## src/sdc_pkg.sv

```systemverilog
// Shared types, constants and defaults for the slave clock dial controller.
package sdc_pkg;

  localparam int DIAL_MINUTES_DEF = 720;

  localparam int TIME_W   = 11;
  localparam int OUT_T_W  = 10;
  localparam int WINDOW_W = 10;
  localparam int WORD_W   = 16;
  localparam int DELTA_W  = 8;
  localparam int TVQ_W    = 10;
  localparam int DLTU_W   = 12;
  localparam int DLTQ_W   = 11;

  localparam int IN_DATA_W  = 40;
  localparam int IN_USER_W  = 3;
  localparam int OUT_DATA_W = 40;
  localparam int OUT_USER_W = 2;

  localparam logic [WINDOW_W-1:0] WAIT_WINDOW_RST = 10'd30;
  localparam logic [TIME_W-1:0]   SAVE_INVALID    = 11'h7ff;
  localparam logic [WORD_W-1:0]   RESTORE_MASK    = 16'hc000;
  localparam int                  POL_BIT         = 11;

  typedef enum logic [2:0] {
    OP_SET        = 3'd0,
    OP_ADJUST     = 3'd1,
    OP_SHIFT      = 3'd2,
    OP_STOP       = 3'd3,
    OP_TICK       = 3'd4,
    OP_PULSE_DONE = 3'd5,
    OP_RESTORE    = 3'd6
  } op_t;

  typedef enum logic [2:0] {
    MODE_INITIAL  = 3'd0,
    MODE_SYNCED   = 3'd1,
    MODE_RUNNING  = 3'd2,
    MODE_HEADLESS = 3'd3,
    MODE_PENDING  = 3'd4
  } mode_t;

  typedef enum logic [1:0] {
    KIND_NONE  = 2'd0,
    KIND_PULSE = 2'd1,
    KIND_STORE = 2'd2
  } kind_t;

  typedef struct packed {
    op_t                opcode;
    logic [TIME_W-1:0]  time_value;
    logic [TVQ_W-1:0]   tv_quo;
    logic [DLTU_W-1:0]  dlt_u;
    logic [DLTQ_W-1:0]  dlt_quo;
    logic               driver_busy;
    logic [WORD_W-1:0]  saved_word;
  } item_t;

  typedef struct packed {
    kind_t               result_kind;
    logic                pulse_polarity;
    logic [WORD_W-1:0]   store_word;
    mode_t               mode_now;
    logic [OUT_T_W-1:0]  time_now;
    logic [OUT_T_W-1:0]  dial_now;
  } result_t;

endpackage

```

## src/sdc_ingress.sv

```systemverilog
// Input register with reciprocal quotients for the modulo reductions.
module sdc_ingress #(
  parameter int DIAL_MINUTES = sdc_pkg::DIAL_MINUTES_DEF
) (
  input  logic                             clk,
  input  logic                             rst,
  input  logic                             s_axis_tvalid,
  output logic                             s_axis_tready,
  input  logic [sdc_pkg::IN_DATA_W-1:0]    s_axis_tdata,
  input  logic [sdc_pkg::IN_USER_W-1:0]    s_axis_tuser,
  input  logic                             advance,
  output logic                             fire,
  output sdc_pkg::item_t                   item
);

  localparam int TV_SHIFT   = 22;
  localparam int DLT_SHIFT  = 24;
  localparam logic [21:0] RECIP_TV  = 22'(((2**TV_SHIFT) + DIAL_MINUTES - 1) / DIAL_MINUTES);
  localparam logic [23:0] RECIP_DLT = 24'(((2**DLT_SHIFT) + DIAL_MINUTES - 1) / DIAL_MINUTES);
  localparam int DELTA_BIAS = DIAL_MINUTES * ((128 + DIAL_MINUTES - 1) / DIAL_MINUTES);

  logic                                    valid;
  logic [sdc_pkg::TIME_W-1:0]              tv;
  logic [sdc_pkg::DELTA_W-1:0]             dl;
  logic [sdc_pkg::DLTU_W-1:0]              dlt_u;
  logic [32:0]                             tv_prod;
  logic [35:0]                             dlt_prod;
  sdc_pkg::item_t                          item_next;

  assign tv       = s_axis_tdata[10:0];
  assign dl       = s_axis_tdata[18:11];
  assign dlt_u    = sdc_pkg::DLTU_W'(DELTA_BIAS) + {{4{dl[7]}}, dl};
  assign tv_prod  = 33'(tv) * 33'(RECIP_TV);
  assign dlt_prod = 36'(dlt_u) * 36'(RECIP_DLT);

  always_comb begin
    item_next.opcode      = sdc_pkg::op_t'(s_axis_tuser);
    item_next.time_value  = tv;
    item_next.tv_quo      = sdc_pkg::TVQ_W'(tv_prod >> TV_SHIFT);
    item_next.dlt_u       = dlt_u;
    item_next.dlt_quo     = sdc_pkg::DLTQ_W'(dlt_prod >> DLT_SHIFT);
    item_next.driver_busy = s_axis_tdata[19];
    item_next.saved_word  = s_axis_tdata[35:20];
  end

  assign fire          = valid && advance;
  assign s_axis_tready = !valid || advance;

  always_ff @(posedge clk) begin
    if (rst) begin
      valid <= 1'b0;
    end else if (s_axis_tready) begin
      valid <= s_axis_tvalid;
    end
  end

  always_ff @(posedge clk) begin
    if (s_axis_tvalid && s_axis_tready) begin
      item <= item_next;
    end
  end

endmodule

```

## src/sdc_core.sv

```systemverilog
// Dial state, wait window register and per-event update logic.
module sdc_core #(
  parameter int DIAL_MINUTES = sdc_pkg::DIAL_MINUTES_DEF
) (
  input  logic                              clk,
  input  logic                              rst,
  input  logic                              cfg_valid,
  input  logic [sdc_pkg::WINDOW_W-1:0]      cfg_data,
  input  logic                              fire,
  input  sdc_pkg::item_t                    item,
  output sdc_pkg::result_t                  result
);

  localparam logic [sdc_pkg::TIME_W-1:0] DIAL      = sdc_pkg::TIME_W'(DIAL_MINUTES);
  localparam logic [sdc_pkg::TIME_W-1:0] DIAL_LAST = sdc_pkg::TIME_W'(DIAL_MINUTES - 1);
  localparam logic [sdc_pkg::DLTU_W-1:0] DIAL_U    = sdc_pkg::DLTU_W'(DIAL_MINUTES);

  sdc_pkg::mode_t                  mode, mode_next;
  logic [sdc_pkg::TIME_W-1:0]      true_time, true_time_next;
  logic [sdc_pkg::TIME_W-1:0]      dial, dial_next;
  logic [sdc_pkg::WORD_W-1:0]      last_saved, last_saved_next;
  logic                            polarity, polarity_next;
  logic                            pending, pending_next;
  logic [sdc_pkg::WINDOW_W-1:0]    wait_window;

  logic [sdc_pkg::TIME_W-1:0]      tv_mod, set_dec, adj_dec, dial_inc, lead;
  logic [sdc_pkg::DLTU_W-1:0]      dlt_rem, shift_sum;
  logic [sdc_pkg::TIME_W-1:0]      shift_time;
  logic [sdc_pkg::WORD_W-1:0]      save_word, sw;
  logic                            do_save;
  sdc_pkg::kind_t                  kind;
  logic                            ppol;
  logic [sdc_pkg::WORD_W-1:0]      store_word;

  assign sw         = item.saved_word;
  assign tv_mod     = item.time_value - sdc_pkg::TIME_W'(item.tv_quo * DIAL);
  assign dlt_rem    = item.dlt_u - sdc_pkg::DLTU_W'(item.dlt_quo * DIAL_U);
  assign shift_sum  = {1'b0, true_time} + dlt_rem;
  assign shift_time = (shift_sum >= DIAL_U) ? sdc_pkg::TIME_W'(shift_sum - DIAL_U)
                                            : shift_sum[sdc_pkg::TIME_W-1:0];
  assign set_dec    = (tv_mod == '0) ? DIAL_LAST : tv_mod - 1'b1;
  assign adj_dec    = (true_time == '0) ? DIAL_LAST : true_time - 1'b1;
  assign dial_inc   = (dial == DIAL_LAST) ? '0 : dial + 1'b1;
  assign lead       = (dial >= true_time) ? dial - true_time : dial + DIAL - true_time;

  always_comb begin
    mode_next       = mode;
    true_time_next  = true_time;
    dial_next       = dial;
    last_saved_next = last_saved;
    polarity_next   = polarity;
    pending_next    = pending;
    kind            = sdc_pkg::KIND_NONE;
    ppol            = 1'b0;
    do_save         = 1'b0;
    store_word      = '0;
    case (item.opcode)
      sdc_pkg::OP_SET: begin
        true_time_next = tv_mod;
        if (mode == sdc_pkg::MODE_INITIAL || mode == sdc_pkg::MODE_SYNCED) begin
          mode_next = sdc_pkg::MODE_SYNCED;
        end else begin
          if (mode == sdc_pkg::MODE_HEADLESS) begin
            dial_next = set_dec;
          end
          mode_next = sdc_pkg::MODE_RUNNING;
          do_save   = 1'b1;
        end
      end
      sdc_pkg::OP_ADJUST: begin
        mode_next = (mode == sdc_pkg::MODE_RUNNING || mode == sdc_pkg::MODE_SYNCED)
                    ? sdc_pkg::MODE_RUNNING : sdc_pkg::MODE_HEADLESS;
        dial_next = adj_dec;
        do_save   = 1'b1;
      end
      sdc_pkg::OP_SHIFT: begin
        true_time_next = shift_time;
      end
      sdc_pkg::OP_STOP: begin
        mode_next = (mode == sdc_pkg::MODE_RUNNING || mode == sdc_pkg::MODE_SYNCED)
                    ? sdc_pkg::MODE_SYNCED : sdc_pkg::MODE_INITIAL;
        do_save   = 1'b1;
      end
      sdc_pkg::OP_TICK: begin
        if ((mode == sdc_pkg::MODE_RUNNING || mode == sdc_pkg::MODE_HEADLESS) &&
            !pending && !item.driver_busy && (lead > {1'b0, wait_window})) begin
          kind          = sdc_pkg::KIND_PULSE;
          ppol          = polarity;
          polarity_next = !polarity;
          pending_next  = 1'b1;
        end
      end
      sdc_pkg::OP_PULSE_DONE: begin
        if (pending) begin
          pending_next = 1'b0;
          dial_next    = dial_inc;
          do_save      = 1'b1;
        end
      end
      sdc_pkg::OP_RESTORE: begin
        last_saved_next = sw;
        if ((sw & sdc_pkg::RESTORE_MASK) == '0) begin
          polarity_next = sw[sdc_pkg::POL_BIT];
          if (sw[sdc_pkg::TIME_W-1:0] < DIAL) begin
            true_time_next = sw[sdc_pkg::TIME_W-1:0];
            dial_next      = sw[sdc_pkg::TIME_W-1:0];
            mode_next      = sdc_pkg::MODE_PENDING;
            kind           = sdc_pkg::KIND_PULSE;
            ppol           = !sw[sdc_pkg::POL_BIT];
          end
        end
      end
      default: begin
      end
    endcase

    save_word = {4'b0, polarity_next,
                 (mode_next == sdc_pkg::MODE_RUNNING || mode_next == sdc_pkg::MODE_PENDING)
                 ? dial_next : sdc_pkg::SAVE_INVALID};
    if (do_save && (save_word != last_saved_next)) begin
      last_saved_next = save_word;
      kind            = sdc_pkg::KIND_STORE;
      store_word      = save_word;
    end
  end

  always_comb begin
    result.result_kind    = kind;
    result.pulse_polarity = ppol;
    result.store_word     = store_word;
    result.mode_now       = mode_next;
    result.time_now       = true_time_next[sdc_pkg::OUT_T_W-1:0];
    result.dial_now       = dial_next[sdc_pkg::OUT_T_W-1:0];
  end

  always_ff @(posedge clk) begin
    if (rst) begin
      mode       <= sdc_pkg::MODE_INITIAL;
      true_time  <= '0;
      dial       <= '0;
      last_saved <= '0;
      polarity   <= 1'b0;
      pending    <= 1'b0;
    end else if (fire) begin
      mode       <= mode_next;
      true_time  <= true_time_next;
      dial       <= dial_next;
      last_saved <= last_saved_next;
      polarity   <= polarity_next;
      pending    <= pending_next;
    end
  end

  always_ff @(posedge clk) begin
    if (rst) begin
      wait_window <= sdc_pkg::WAIT_WINDOW_RST;
    end else if (cfg_valid) begin
      wait_window <= cfg_data;
    end
  end

endmodule

```

## src/sdc_egress.sv

```systemverilog
// Output register driving the result stream.
module sdc_egress (
  input  logic                             clk,
  input  logic                             rst,
  input  logic                             fire,
  input  sdc_pkg::result_t                 result,
  output logic                             advance,
  output logic                             m_axis_tvalid,
  input  logic                             m_axis_tready,
  output logic [sdc_pkg::OUT_DATA_W-1:0]   m_axis_tdata,
  output logic [sdc_pkg::OUT_USER_W-1:0]   m_axis_tuser
);

  sdc_pkg::result_t held;

  assign advance = !m_axis_tvalid || m_axis_tready;

  always_ff @(posedge clk) begin
    if (rst) begin
      m_axis_tvalid <= 1'b0;
    end else if (advance) begin
      m_axis_tvalid <= fire;
    end
  end

  always_ff @(posedge clk) begin
    if (fire) begin
      held <= result;
    end
  end

  assign m_axis_tuser = held.result_kind;
  assign m_axis_tdata = {held.dial_now, held.time_now, held.mode_now,
                         held.store_word, held.pulse_polarity};

endmodule

```

## src/slave_clock_dial_controller.sv

```systemverilog
// Top level of the slave clock dial controller.
//
// Events enter on the s_axis stream, one transfer per event; every event
// yields exactly one result transfer on m_axis, in order. The user must
// write the wait window through cfg_valid/cfg_data (always ready) only while
// no event is in flight; the block itself does not enforce this.
// Each event passes from the input register through the combinational
// state update into the output register. Throughput: one event per cycle
// while the result stream takes each result.
// Reset (rst, synchronous): mode initial, time, dial, saved word, polarity
// and pending flag cleared, wait window 30, both stream registers empty.
// When m_axis_tready is low the result holds in the output register; one
// more event waits in the input register, then s_axis_tready drops until
// the result is taken.
module slave_clock_dial_controller #(
  parameter int DIAL_MINUTES = sdc_pkg::DIAL_MINUTES_DEF
) (
  input  logic                             clk,
  input  logic                             rst,
  input  logic                             cfg_valid,
  output logic                             cfg_ready,
  input  logic [sdc_pkg::WINDOW_W-1:0]     cfg_data,
  input  logic                             s_axis_tvalid,
  output logic                             s_axis_tready,
  // time_value[10:0], delta[18:11], driver_busy[19], saved_word[35:20], zero fill
  input  logic [sdc_pkg::IN_DATA_W-1:0]    s_axis_tdata,
  // opcode[2:0]
  input  logic [sdc_pkg::IN_USER_W-1:0]    s_axis_tuser,
  output logic                             m_axis_tvalid,
  input  logic                             m_axis_tready,
  // pulse_polarity[0], store_word[16:1], mode_now[19:17], time_now[29:20], dial_now[39:30]
  output logic [sdc_pkg::OUT_DATA_W-1:0]   m_axis_tdata,
  // result_kind[1:0]
  output logic [sdc_pkg::OUT_USER_W-1:0]   m_axis_tuser
);

  logic             advance;
  logic             fire;
  sdc_pkg::item_t   item;
  sdc_pkg::result_t result;

  assign cfg_ready = 1'b1;

  sdc_ingress #(
    .DIAL_MINUTES (DIAL_MINUTES)
  ) u_ingress (
    .clk           (clk),
    .rst           (rst),
    .s_axis_tvalid (s_axis_tvalid),
    .s_axis_tready (s_axis_tready),
    .s_axis_tdata  (s_axis_tdata),
    .s_axis_tuser  (s_axis_tuser),
    .advance       (advance),
    .fire          (fire),
    .item          (item)
  );

  sdc_core #(
    .DIAL_MINUTES (DIAL_MINUTES)
  ) u_core (
    .clk       (clk),
    .rst       (rst),
    .cfg_valid (cfg_valid),
    .cfg_data  (cfg_data),
    .fire      (fire),
    .item      (item),
    .result    (result)
  );

  sdc_egress u_egress (
    .clk           (clk),
    .rst           (rst),
    .fire          (fire),
    .result        (result),
    .advance       (advance),
    .m_axis_tvalid (m_axis_tvalid),
    .m_axis_tready (m_axis_tready),
    .m_axis_tdata  (m_axis_tdata),
    .m_axis_tuser  (m_axis_tuser)
  );

endmodule

```

## config.mk

```make
export PLATFORM = sky130hd
export DESIGN_NAME = slave_clock_dial_controller
export DESIGN_NICKNAME = d
export VERILOG_FILES = /design/src/sdc_pkg.sv /design/src/sdc_ingress.sv /design/src/sdc_core.sv /design/src/sdc_egress.sv /design/src/slave_clock_dial_controller.sv
export SDC_FILE = /design/constraint.sdc
export NUM_CORES = 1
export LEC_CHECK = 0
export BUFFER_PORTS_ARGS = -buffer_cell sky130_fd_sc_hd__buf_4
export CAP_MARGIN = 20
export CORE_ASPECT_RATIO = 1.1
export CORE_UTILIZATION = 35
export CTS_CLUSTER_SIZE = 40
export DETAILED_ROUTE_END_ITERATION = 8
export GPL_TIMING_DRIVEN = 0
export HOLD_SLACK_MARGIN = 0.05
export PLACE_DENSITY = 0.53
export SLEW_MARGIN = 15
export SYNTH_ARGS = -nofsm -noshare
export SYNTH_HDL_FRONTEND = slang
export SYNTH_SLANG_ARGS = --single-unit
```

## constraint.sdc

```tcl
create_clock -name clk -period 18.8 [get_ports clk]
set_input_delay 3.76 -clock clk [delete_from_list [all_inputs] [get_ports clk]]
set_output_delay 3.76 -clock clk [all_outputs]
set_load 0.01 [all_outputs]
```

# Word level (Yosys, flattened, before mapping)
# Cells that the tools add are included.
[word_totals]
regBits = 145
input_bits = 58
word_cells = 126
[classes]
n_addsub = 11
n_mul = 4
n_lt_le_gt_ge = 4
n_eq_ne = 16
mux = 39
n_reduce_logical = 28
[ops]
columns = ["op", "count"]
rows = [
  ["11-bit two-way mux", 13],
  ["11-bit case mux with 4 select lines", 1],
  ["11-bit case mux with 3 select lines", 1],
  ["11-bit subtractor", 3],
  ["16-bit two-way mux", 2],
  ["12-bit by 14-bit multiplier with 26-bit output, second input constant", 1],
  ["11-bit by 12-bit multiplier with 23-bit output, second input constant", 1],
  ["11-bit zero test", 2],
  ["11-bit by 1-bit subtractor with 11-bit output, second input constant", 2],
  ["16-bit zero test", 1],
  ["12-bit by 16-bit != test with 1-bit output", 1],
  ["3-bit by 2-bit equality test with 1-bit output, second input constant", 5],
  ["11-bit by 12-bit adder with 12-bit output", 1],
  ["11-bit by 8-bit adder with 12-bit output, first input constant", 1],
  ["3-bit equality test, second input constant", 4],
  ["12-bit by 10-bit >= comparator with 1-bit output, second input constant", 1],
  ["1-bit two-way mux", 12],
  ["3-bit case mux with 4 select lines", 1],
  ["12-bit subtractor", 1],
  ["11-bit by 1-bit adder with 11-bit output, second input constant", 1],
  ["11-bit by 10-bit adder with 11-bit output, second input constant", 1],
  ["11-bit by 10-bit equality test with 1-bit output, second input constant", 1],
  ["11-bit >= comparator", 1],
  ["11-bit by 10-bit greater-than comparator with 1-bit output", 1],
  ["20 further kinds", 43],
]

# Logic depth before layout (Yosys ltp)
# Gate-level depths: netlist of run 1.
[depth]
ltp_word = 11
depth_mapped = 38

# Hierarchy
# Synthesis of run 1 repeated with hierarchy kept, for this count alone.
[hier_totals]
cells_unflattened = 1609
area_unflattened_um2 = 14542.7
[by_module_without_submodules]
columns = ["mod", "n_inst", "cells_each", "area_per_inst_um2"]
rows = [
  ["sdc_core", 1, 1108, 8084.0],
  ["sdc_ingress", 1, 453, 5139.9],
  ["sdc_egress", 1, 46, 1307.5],
  ["slave_clock_dial_controller", 1, 2, 11.3],
]

# Worst setup path before layout of run 1
# No wires, ideal clock.
[synth_path]
path_kind = "input -> register"
start = "input s_axis_tdata[16] in the netlist's numbering"
end = "register, netlist name u_ingress.item[18]"
setup_ps = 275
t_arrival_ps = 7860
t_required_ps = 18525
slack_ps = 10665
path_stages = 20
path_cell_list = "a21oi_1 > xor2_1 > ha_1 > inv_1 > fa_1 > inv_1 > ha_1 > inv_1 > fa_1 > inv_1 > fa_1 > ha_1 > a21o_1 > a21o_1 > a21oi_1 > nor2b_1 > o21ai_0 > nand2_1 > o21ai_0 > a22oi_1"
[synth_between]
elab_chain_cells = 2
[synth_lines]
columns = ["element", "line_no", "source"]
rows = [
  ["start: declaration", "slave_clock_dial_controller.sv:26", "input logic [sdc_pkg::IN_DATA_W-1:0] s_axis_tdata,"],
  ["11-bit by 8-bit adder with 12-bit output", "sdc_ingress.sv:32", "assign dlt_u = sdc_pkg::DLTU_W'(DELTA_BIAS) + {{4{dl[7]}}, dl};"],
  ["via u_ingress.dlt_u (one bit)", "sdc_ingress.sv:25", "logic [sdc_pkg::DLTU_W-1:0] dlt_u;"],
  ["12-bit by 14-bit multiplier with 26-bit output", "sdc_ingress.sv:34", "assign dlt_prod = 36'(dlt_u) * 36'(RECIP_DLT);"],
  ["via u_ingress.dlt_prod[25]", "sdc_ingress.sv:27", "logic [35:0] dlt_prod;"],
]
# The timed path passes the listed nets, and every way through them passes these cells.
# A chain may end at the register's enable or synchronous reset.

# Worst setup path in the final report of run 1
[layout_path]
start = "register u_core.true_time[2] in the netlist's numbering"
end = "register u_egress.held, in the netlist u_egress.m_axis_tdata[12], data pin"
[layout_between]
elab_chain_cells = 8
[layout_lines]
columns = ["element", "line_no", "source"]
rows = [
  ["start: declaration", "sdc_core.sv:19", "logic [sdc_pkg::TIME_W-1:0] true_time, true_time_next;"],
  ["start signal: assignment", "sdc_core.sv:146", "true_time <= true_time_next;"],
  ["11-bit subtractor or 11-bit >= comparator (tied branches)", "sdc_core.sv:44", "assign lead = (dial >= true_time) ? dial - true_time : dial + DIAL - true_time;"],
  ["11-bit two-way mux", "sdc_core.sv:44", ""],
  ["11-bit by 10-bit greater-than comparator with 1-bit output", "sdc_core.sv:86", "!pending && !item.driver_busy && (lead > {1'b0, wait_window})) begin"],
  ["1-bit logical AND", "sdc_core.sv:86", ""],
  ["1-bit two-way mux", "sdc_core.sv:85", "if ((mode == sdc_pkg::MODE_RUNNING || mode == sdc_pkg::MODE_HEADLESS) &&"],
  ["1-bit case mux with 2 select lines", "sdc_core.sv:57", "case (item.opcode)"],
  ["12-bit by 16-bit != test with 1-bit output", "sdc_core.sv:120", "if (do_save && (save_word != last_saved_next)) begin"],
  ["1-bit logical AND", "sdc_core.sv:120", ""],
  ["end signal: assignment", "sdc_egress.sv:28", "held <= result;"],
  ["end: declaration", "sdc_egress.sv:14", "sdc_pkg::result_t held;"],
]
# Parallel ways exist; a longest one is shown, timed or not.

==> results of run 1 <==
==> flip-flops by register name (all words and copies together) (netlist names) <==
name	flops
u_core.polarity	1
u_ingress.item	44
u_core.last_saved	16
u_egress.m_axis_tvalid	1
u_ingress.valid	1
u_core.dial	11
u_egress.m_axis_tdata	36
u_core.wait_window	10
u_core.mode	3
u_egress.m_axis_tuser	2
u_core.pending	1
u_core.true_time	11
==> cells in the final DEF (no fill, tap or decap), types with 7 or more instances in the layout <==
master | Yosys | final
a211oi_1 | 18 | 18
a21o_1 | 11 | 11
a21oi_1 | 70 | 70
a22oi_1 | 7 | 7
and2_1 | 8 | 7
and3_1 | 11 | 11
and4_1 | 7 | 7
buf_4 | 7 | 99
clkbuf_1 | 36 | 35
clkbuf_16 | 0 | 17
dfxtp_1 | 55 | 55
edfxtp_1 | 82 | 82
fa_1 | 65 | 65
ha_1 | 188 | 188
inv_1 | 226 | 226
mux2i_1 | 25 | 25
nand2_1 | 71 | 71
nand2b_1 | 18 | 18
nand3_1 | 26 | 26
nand4_1 | 16 | 16
nor2_1 | 119 | 119
nor2b_1 | 18 | 18
nor3_1 | 32 | 32
nor4_1 | 17 | 17
o2111a_1 | 7 | 7
o211ai_1 | 24 | 24
o21a_1 | 24 | 24
o21ai_0 | 77 | 77
o31ai_1 | 11 | 11
or3_1 | 13 | 13
or4_1 | 9 | 9
xnor2_1 | 21 | 21
xor2_1 | 21 | 21
==> cell families after synthesis <==
group | count (synthesis) | synth area share, %
compound gates | 352 | 18.3
xor+xnor | 43 | 2.85
fa+ha+maj | 253 | 27.1
buf+inv | 283 | 8.13
flops | 137 | 26.5
mux | 25 | 1.86
other cells | 2 | 0.0558
simple gates | 400 | 15.2
==> critical path: cells and delay by family, from the launching register on <==
| family | cells | cell delay [ns] |
|---|---|---|
| xor+xnor | 1 | 0.34 |
| simple gates | 10 | 2.02 |
| fa+ha+maj | 3 | 1.03 |
| flops | 1 | 0.36 |
| compound gates | 18 | 3.23 |
| buf+inv | 5 | 1.19 |
==> power breakdown <==
group          switching [W]  total [W]  leakage [nW]  internal (W)
Combinational       0.000420   0.000712          5.35      0.000292
Clock               0.000148   0.000354         0.290      0.000206
Sequential         0.0000194   0.000363          1.24      0.000344
==> metrics by stage <==
step / setup WS (ns) / utilization, % / area, sq um / hold slack [ns]
5_1_grt: 9.51 / 40.6 / 15400 / 0.514
2_1_floorplan: 10.66 / - / 13500 / 0.442
6_report: 10.36 / 40.6 / 15400 / 0.470
4_1_cts: 10.39 / 40.6 / 15400 / 0.472
3_5_place_dp: 9.95 / 39.0 / 14800 / 0.462
3_3_place_gp: 9.94 / 38.9 / 14800 / 0.458
==> area by class of cell <==
class                   instances  area, sq um
plain buffers                  51          228
clock buffers                  19          453
clock inverters                13          155
fillers                      3833        22600
inverters                     232          871
multi-input cells            1078         8820
flip-flops and latches        137         3560
well taps                     500          626
repair buffers                 94          716
==> worst paths after layout <==
check | startpoint | to | depth (start not counted)
worst max-delay path | u_core.true_time[2]$_SDFFE_PP0P_ | u_egress.m_axis_tdata[12]$_SDFFCE_PN0P_ | 37
worst min register to register | u_core.last_saved[5]$_SDFFE_PP0P_ | u_core.last_saved[5]$_SDFFE_PP0P_ | 2
worst max register to register | u_core.true_time[2]$_SDFFE_PP0P_ | u_egress.m_axis_tdata[12]$_SDFFCE_PN0P_ | 37
worst min-delay path | u_core.last_saved[5]$_SDFFE_PP0P_ | u_core.last_saved[5]$_SDFFE_PP0P_ | 2
==> per-layer routing <==
| layer | wire length (um) | up-vias |
|---|---|---|
| met5 | 0 | - |
| met1 | 17700 | 5595 |
| met4 | 1440 | 0 |
| li1 | - | 5562 |
| met3 | 2220 | 85 |
| met2 | 19500 | 391 |
==> results.cfg, run 1 <==
[placed_design]
hpwl_um = 33100
dp_cells = 2091
gp_congestion = 0.978
io_buffer_count = 92

[synthesis]
synth_seq_cells = 137
avgSynthCellArea_sq_um = 9.01
synthCells = 1495
synth-seq-area-share_pct = 26.5
synth_top_area_share_pct = 18.3
synth_area_sq_um = 13500
synth_area_leaders = edfxtp_1 (18%), ha_1 (17%), fa_1 (9.7%)
synth_edf_count = 82
synthArstFlopShare_pct = 0
ys_warn_count = 0
synth_area_leader_cell = edfxtp_1
yosysMostFrequentCell = inv_1
ys_types = 87
yosys-top-cells-count = inv_1 (226), ha_1 (188), nor2_1 (119)
synth_top_flop_cell = edfxtp_1

[timing]
min_period_ns = 8.44
finalHoldViolations = 0
worstMarginPinSlew_ns = 0.991
max_freq_mhz = 118
fin_crit_sh_pct = 44.9
setup_viol = 0
clock_skew_ns = 0.00943
slew_headroom_pct = 33.5
maxSlewViolCount = 0
fin_setup_tns_ns = 0
rsz0062_at_grt = no

[layout]
drive_gt1_share_pct = 10.0
area_growth_pct = 14.6
final_cells = 2124
antenna_cells = 0
layout.nets = 1922

[global_routing]
grt_util_all_layers_pct = 21.4
use_met1_pct = 28.0
antenna_found_initial = 0
grt_pass1_wl_um = 65300
met2_usage_pct = 35.7
grt_max_degree = 48
grt-ovfl-total = 0
first_global_vias = 11600
met3_usage_pct = 2.70
grt_busiest_layer = met2

[job]
maxCapViolCount = 0

[clocking]
ctsHoldBuffers = 0
post_cts_buffers = 0
clk_pin_slew_ns = 0.06
ctsResizeCount = 0
ctsHtreeMaxLevel = 4
clock_latency_ns = 0.44
clock_sinks = 137
cts_buffers = 17
tritoncts = done
clk_path_buf_depth = 2
root_buffer = clkbuf_16

[detailed_routing]
vias_per_cell = 5.48
drt-initial-drc-count = 866
drc = 0
num_vias = 11600
first_pass_iters = 5
routed_wl_um = 40900
avgRoutedWirePerCell_um = 19.2
ant_nets = 0

[critical_path]
path_class = register to register
slowest_stage = nor4bb_1
slowest_delay_ns = 0.60
crit_path_end_kind = register
crit_fanout = 10
r2r_slack_ns = 10.36
cp.arrival_ns = 8.60
start_kind = register
path_common_cell = o21a_1
cp_data_required_time_ns = 18.96

[pwr]
p_leak_nw = 6.88
power_density_nw_per_um2 = 92.6
vdd_drop_max_uv = 52.4
power_w = 0.00143

[floorplan]
fp.dieW_um = 189
io_pins = 103
rows = 75
design.die.area_sq_um = 39300
start_util_pct = 35.4
coreArea_sq_um = 38000
die_y_um = 208

[worst_hold_path]
hold_path.class = register to register

[run_status]
status = completed
Power figures use the tool's default switching activity.
==> run 2: changes to the inputs <==
- PLACE_DENSITY: 0.53 -> 0.55
- clock period: 18.8 -> 6.9 ns (I/O delays scaled with it)
==> run 2 against run 1 <==
  * Register-to-register slack worse by 10 ns
  * Non-clock buffer count grew 16
  * First-iteration DRC count fell by 8.2%
  * Setup slack worse by 10 ns
  * Clock power rose to 2.8 times the previous value
  * Global-route usage rose by 0.14 points
  * Core utilization is 0.94 points higher
  * Power increased to 2.8 times the previous value
  * Wire length grew 1.6%
  * Fmax increased by 27%
==> results.cfg, run 2 (synthesis gave the netlist of run 1 again) <==
[layout]
layout.nets = 1938
final_common_cell = inv_1
layout_common_cells = inv_1 (220), ha_1 (184), nor2_1 (119)
antenna_cells = 0
n_fill_cell = 3888
drive_gt1_share_pct = 13.1
utilization_pct = 41.5
top_register = u_ingress.item
largest_reg_flops = 44
area_growth_pct = 17.2

[timing]
min_period_ns = 6.65
clock_skew_ns = 0.00828
max_freq_mhz = 150
worstMarginPinSlew_ns = 0.981
setup_viol = 0
slew_headroom_pct = 34.1
fin_crit_sh_pct = 96.3
maxSlewViolCount = 0
rsz0062_at_grt = yes
finalHoldViolations = 0

[clocking]
clk_pin_slew_ns = 0.06
clock_sinks = 137
clock_latency_ns = 0.44
tritoncts = done
root_buffer = clkbuf_16
cts_buffers = 17
ctsHtreeMaxLevel = 4
clk_path_buf_depth = 2

[detailed_routing]
first_pass_iters = 7
drt-initial-drc-count = 795
num_vias = 11800
vias_per_cell = 5.50
routed_wl_um = 41600
drc = 0
ant_nets = 0
avgRoutedWirePerCell_um = 19.4

[global_routing]
grt_util_all_layers_pct = 21.5
grt-ovfl-total = 0
grt_max_degree = 35
first_global_vias = 11600
antenna_found_initial = 0
grt_pass1_wl_um = 65400

[pwr]
power_w = 0.00399
power_density_nw_per_um2 = 253
pwr-share-clk_pct = 24.7
vdd_drop_max_uv = 144
switchingPower_w = 0.00162
switching_share_pct = 40.6
combPwrFrac_pct = 50.5
seqPwrFrac_pct = 24.8
p_int_w = 0.00237
p_leak_nw = 7.04

[critical_path]
r2r_slack_ns = 0.25
cp.arrival_ns = 6.84
slowest_delay_ns = 0.40
start_kind = register
crit_fanout = 9
path_common_cell = o21a_1
path_class = register to register
crit_path_end_kind = register
slowest_stage = dfxtp_1
cp_data_required_time_ns = 7.10

[floorplan]
rows = 75
coreArea_sq_um = 38000
design.die.area_sq_um = 39300
fp.dieW_um = 189
start_util_pct = 35.4
io_pins = 103
die_y_um = 208

[placed_design]
io_buffer_count = 92
gp_congestion = 0.979
hpwl_um = 33300

[run_status]
status = completed

[worst_hold_path]
hold_path.class = register to register

[job]
maxCapViolCount = 0
run 2: worst paths after layout:
path,from,endpoint,cells after the start
worst min register to register,u_core.last_saved[5]$_SDFFE_PP0P_,u_core.last_saved[5]$_SDFFE_PP0P_,2
worst max-delay path,u_core.dial[0]$_SDFFE_PP0P_,u_egress.m_axis_tdata[12]$_SDFFCE_PN0P_,35
worst max register to register,u_core.dial[0]$_SDFFE_PP0P_,u_egress.m_axis_tdata[12]$_SDFFCE_PN0P_,35
worst min-delay path,u_core.last_saved[5]$_SDFFE_PP0P_,u_core.last_saved[5]$_SDFFE_PP0P_,2
run 2: per-layer routing:
layer  vias up  track usage [%]  part of all wire [%]
met5         -                0                     0
met4         0             7.20                   2.8
met3        69             3.31                   6.0
met2       422             36.7                    48
met1      5671             27.6                    43
li1       5602                -                     -
run 2: worst max-delay path: cells and delay by family (launching register included):
family,cells,cell delay (ns)
compound gates,17,2.89
xor+xnor,1,0.15
fa+ha+maj,3,0.77
buf+inv,4,0.70
flops,1,0.40
simple gates,10,1.46
run 2: cell type report:
class                   count  area (sq um)  area share, %
repair buffers            112           901           5.71
plain buffers              49           253           1.60
multi-input cells        1078          8920           56.5
inverters                 232           877           5.55
well taps                 500           626           3.96
clock buffers              22           497           3.15
clock inverters            10           129          0.816
flip-flops and latches    137          3580           22.7
run 2: power groups by stage:
stage	Clock [W]	Combinational [W]	Sequential, W
final	0.000985	0.00201	0.000991
after global routing	0.00104	0.00231	0.000997
after CTS	0.00101	0.00200	0.000990
after detailed placement	0	0.00194	0.00101
after global placement	0	0.00191	0.00101
after floorplan	0	0.00142	0.000995
run 2: through the flow:
stage | hold slack, ns | area, sq um | setup slack, ns | std cells | TNS, ns
floorplan | 0.442 | 13500 | 0.323 | 1498 | 0
global placement | 0.459 | 14800 | -1.82 | 2090 | -46.49
detailed placement | 0.457 | 14800 | -1.94 | 2092 | -49.98
CTS | 0.466 | 15600 | 0.0602 | 2127 | 0
global route | 0.497 | 15800 | -0.0400 | 2140 | -0.316
finish | 0.466 | 15800 | 0.253 | 2140 | 0
run 2: repair_timing:
item | 4_1_cts | 5_1_grt
setup buffers | 5 | 11
gates cloned | 0 | 2
endpoints found under the hold margin | 0 | 0
gates resized for setup | 32 | 28
hold buffers | 0 | 0
setup endpoints to repair | 30 | 29
pin swaps | 3 | 20
==> run 3: changes to the inputs <==
- CORE_ASPECT_RATIO: 1.1 -> unset
==> run 3 against run 2 <==
  * Sequential power hardly changed
  * Fmax rose by 2.1%
  * Critical endpoint is now u_egress.m_axis_tdata[11]$_SDFFCE_PN0P_
  * Cell count is essentially flat
  * Critical path depth fell by 1
  * Clock skew rose by 0.0040 ns
  * Core utilization decreased by 0.13 points
  * Power shrank 1.4%
  * Design area is 0.97% lower
==> results.cfg, run 3 (synthesis gave the netlist of run 1 again) <==
[run_status]
status = completed

[detailed_routing]
ant_nets = 0
drt-initial-drc-count = 919
first_pass_iters = 6
routed_wl_um = 41000
vias_per_cell = 5.43
drc = 0
num_vias = 11600
avgRoutedWirePerCell_um = 19.1

[placed_design]
gp_congestion = 1.00
io_buffer_count = 92
place_area_sq_um = 14800
dp_cells = 2102
place_ws_ns = -1.74
hpwl_um = 32900

[timing]
setup_viol = 0
fin_crit_sh_pct = 94.4
clock_skew_ns = 0.0123
maxSlewViolCount = 0
max_freq_mhz = 154
worstMarginPinSlew_ns = 0.954
slew_headroom_pct = 35.7
finalHoldViolations = 0
min_period_ns = 6.51
layout_setup_ws_ns = 0.389

[clocking]
ctsHtreeMaxLevel = 4
clk_pin_slew_ns = 0.06
clock_latency_ns = 0.44
tritoncts = done
clk_path_buf_depth = 2
cts_buffers = 17
ctsHoldBuffers = 0
clock_sinks = 137
root_buffer = clkbuf_16

[pwr]
power_density_nw_per_um2 = 252
vdd_drop_max_uv = 166
p_int_w = 0.00233
p_leak_nw = 6.97
pwr-share-clk_pct = 24.5
combPwrFrac_pct = 50.3
switchingPower_w = 0.00160
seqPwrFrac_pct = 25.2
switching_share_pct = 40.7

[floorplan]
design.die.area_sq_um = 39300
coreArea_sq_um = 37800
rows = 71
die_y_um = 198
io_pins = 103
start_util_pct = 35.7
fp.dieW_um = 198

[layout]
post-route-cell-area_sq_um = 15600
final_cells = 2141
final_common_cell = inv_1
antenna_cells = 0
layout_common_cells = inv_1 (221), ha_1 (187), nor2_1 (119)
n_fill_cell = 3821
drive_gt1_share_pct = 12.3
largest_reg_flops = 44
area_growth_pct = 16.1
layout.nets = 1928
top_register = u_ingress.item

[critical_path]
cp_data_required_time_ns = 7.07
slowest_stage = dfxtp_1
cp.arrival_ns = 6.68
slowest_delay_ns = 0.59
path_common_cell = o21a_1
path_class = register to register
start_kind = register
crit_path_end_kind = register
r2r_slack_ns = 0.39
crit_fanout = 10

[global_routing]
grt_util_all_layers_pct = 21.5
antenna_found_initial = 0
first_global_vias = 11300
grt_pass1_wl_um = 64300
grt_max_degree = 48
grt-ovfl-total = 0

[worst_hold_path]
hold_path.class = register to register

[job]
maxCapViolCount = 0
run 3: what timing repair did:
action / 4_1_cts / 5_1_grt
cloned: 0 / 1
resized for setup: 38 / 13
endpoints found under the hold margin: 0 / 0
pin swaps: 5 / 7
setup endpoints to repair: 30 / 29
buffers inserted: 3 / 4
run 3: area by class of cell:
class,count,area [sq um],area share (%)
Buffer,49,249,1.59
Clock buffer,18,429,2.74
Clock inverter,14,173,1.10
Inverter,232,871,5.57
Multi-Input combinational cell,1078,8900,56.9
Sequential cell,137,3580,22.9
Tap cell,511,639,4.09
Timing Repair Buffer,102,793,5.07
run 3: per-layer routing:
layer  track usage (%)  vias up  routed length (um)
met3              3.36       73                2590
met2              35.3      390               18900
met5                 0        -                   0
met1              28.3     5601               18100
li1                  -     5569                   -
met4              7.90        0                1380
run 3: critical path: cells and delay by family, from the launching register on:
family	cells	cell delay, ns
XOR/XNOR	1	0.18
AND/OR/NAND/NOR	11	1.71
adder cells (fa/ha/maj)	3	0.83
buffers and inverters	1	0.12
flip-flops	1	0.59
AO/OA/AOI/OAI	18	2.77
run 3: stage by stage:
stage / hold WS (ns) / total power (W) / setup TNS, ns / utilization [%]
global placement: 0.458 / 0.00292 / -47.68 / 39.2
detailed placement: 0.460 / 0.00295 / -44.94 / 39.3
global route: 0.493 / 0.00429 / -0.00463 / 41.4
CTS: 0.469 / 0.00396 / 0 / 41.2
finish: 0.465 / 0.00394 / 0 / 41.4
floorplan: 0.442 / 0.00242 / 0 / -
run 3: power by group through the flow:
stage,combinational [W],sequential (W),clock [W]
after floorplan,0.00142,0.000995,0
after global placement,0.00191,0.00101,0
after detailed placement,0.00194,0.00101,0
after CTS,0.00199,0.000990,0.000980
after global routing,0.00228,0.000996,0.00101
final,0.00198,0.000990,0.000965
run 3: worst paths after layout:
check                           depth (start not counted)                                 endpoint                         startpoint
worst min-delay path                                    2        u_core.last_saved[5]$_SDFFE_PP0P_  u_core.last_saved[5]$_SDFFE_PP0P_
worst max-delay path                                   34  u_egress.m_axis_tdata[11]$_SDFFCE_PN0P_   u_core.true_time[0]$_SDFFE_PP0P_
worst max register to register                         34  u_egress.m_axis_tdata[11]$_SDFFCE_PN0P_   u_core.true_time[0]$_SDFFE_PP0P_
worst min register to register                          2        u_core.last_saved[5]$_SDFFE_PP0P_  u_core.last_saved[5]$_SDFFE_PP0P_
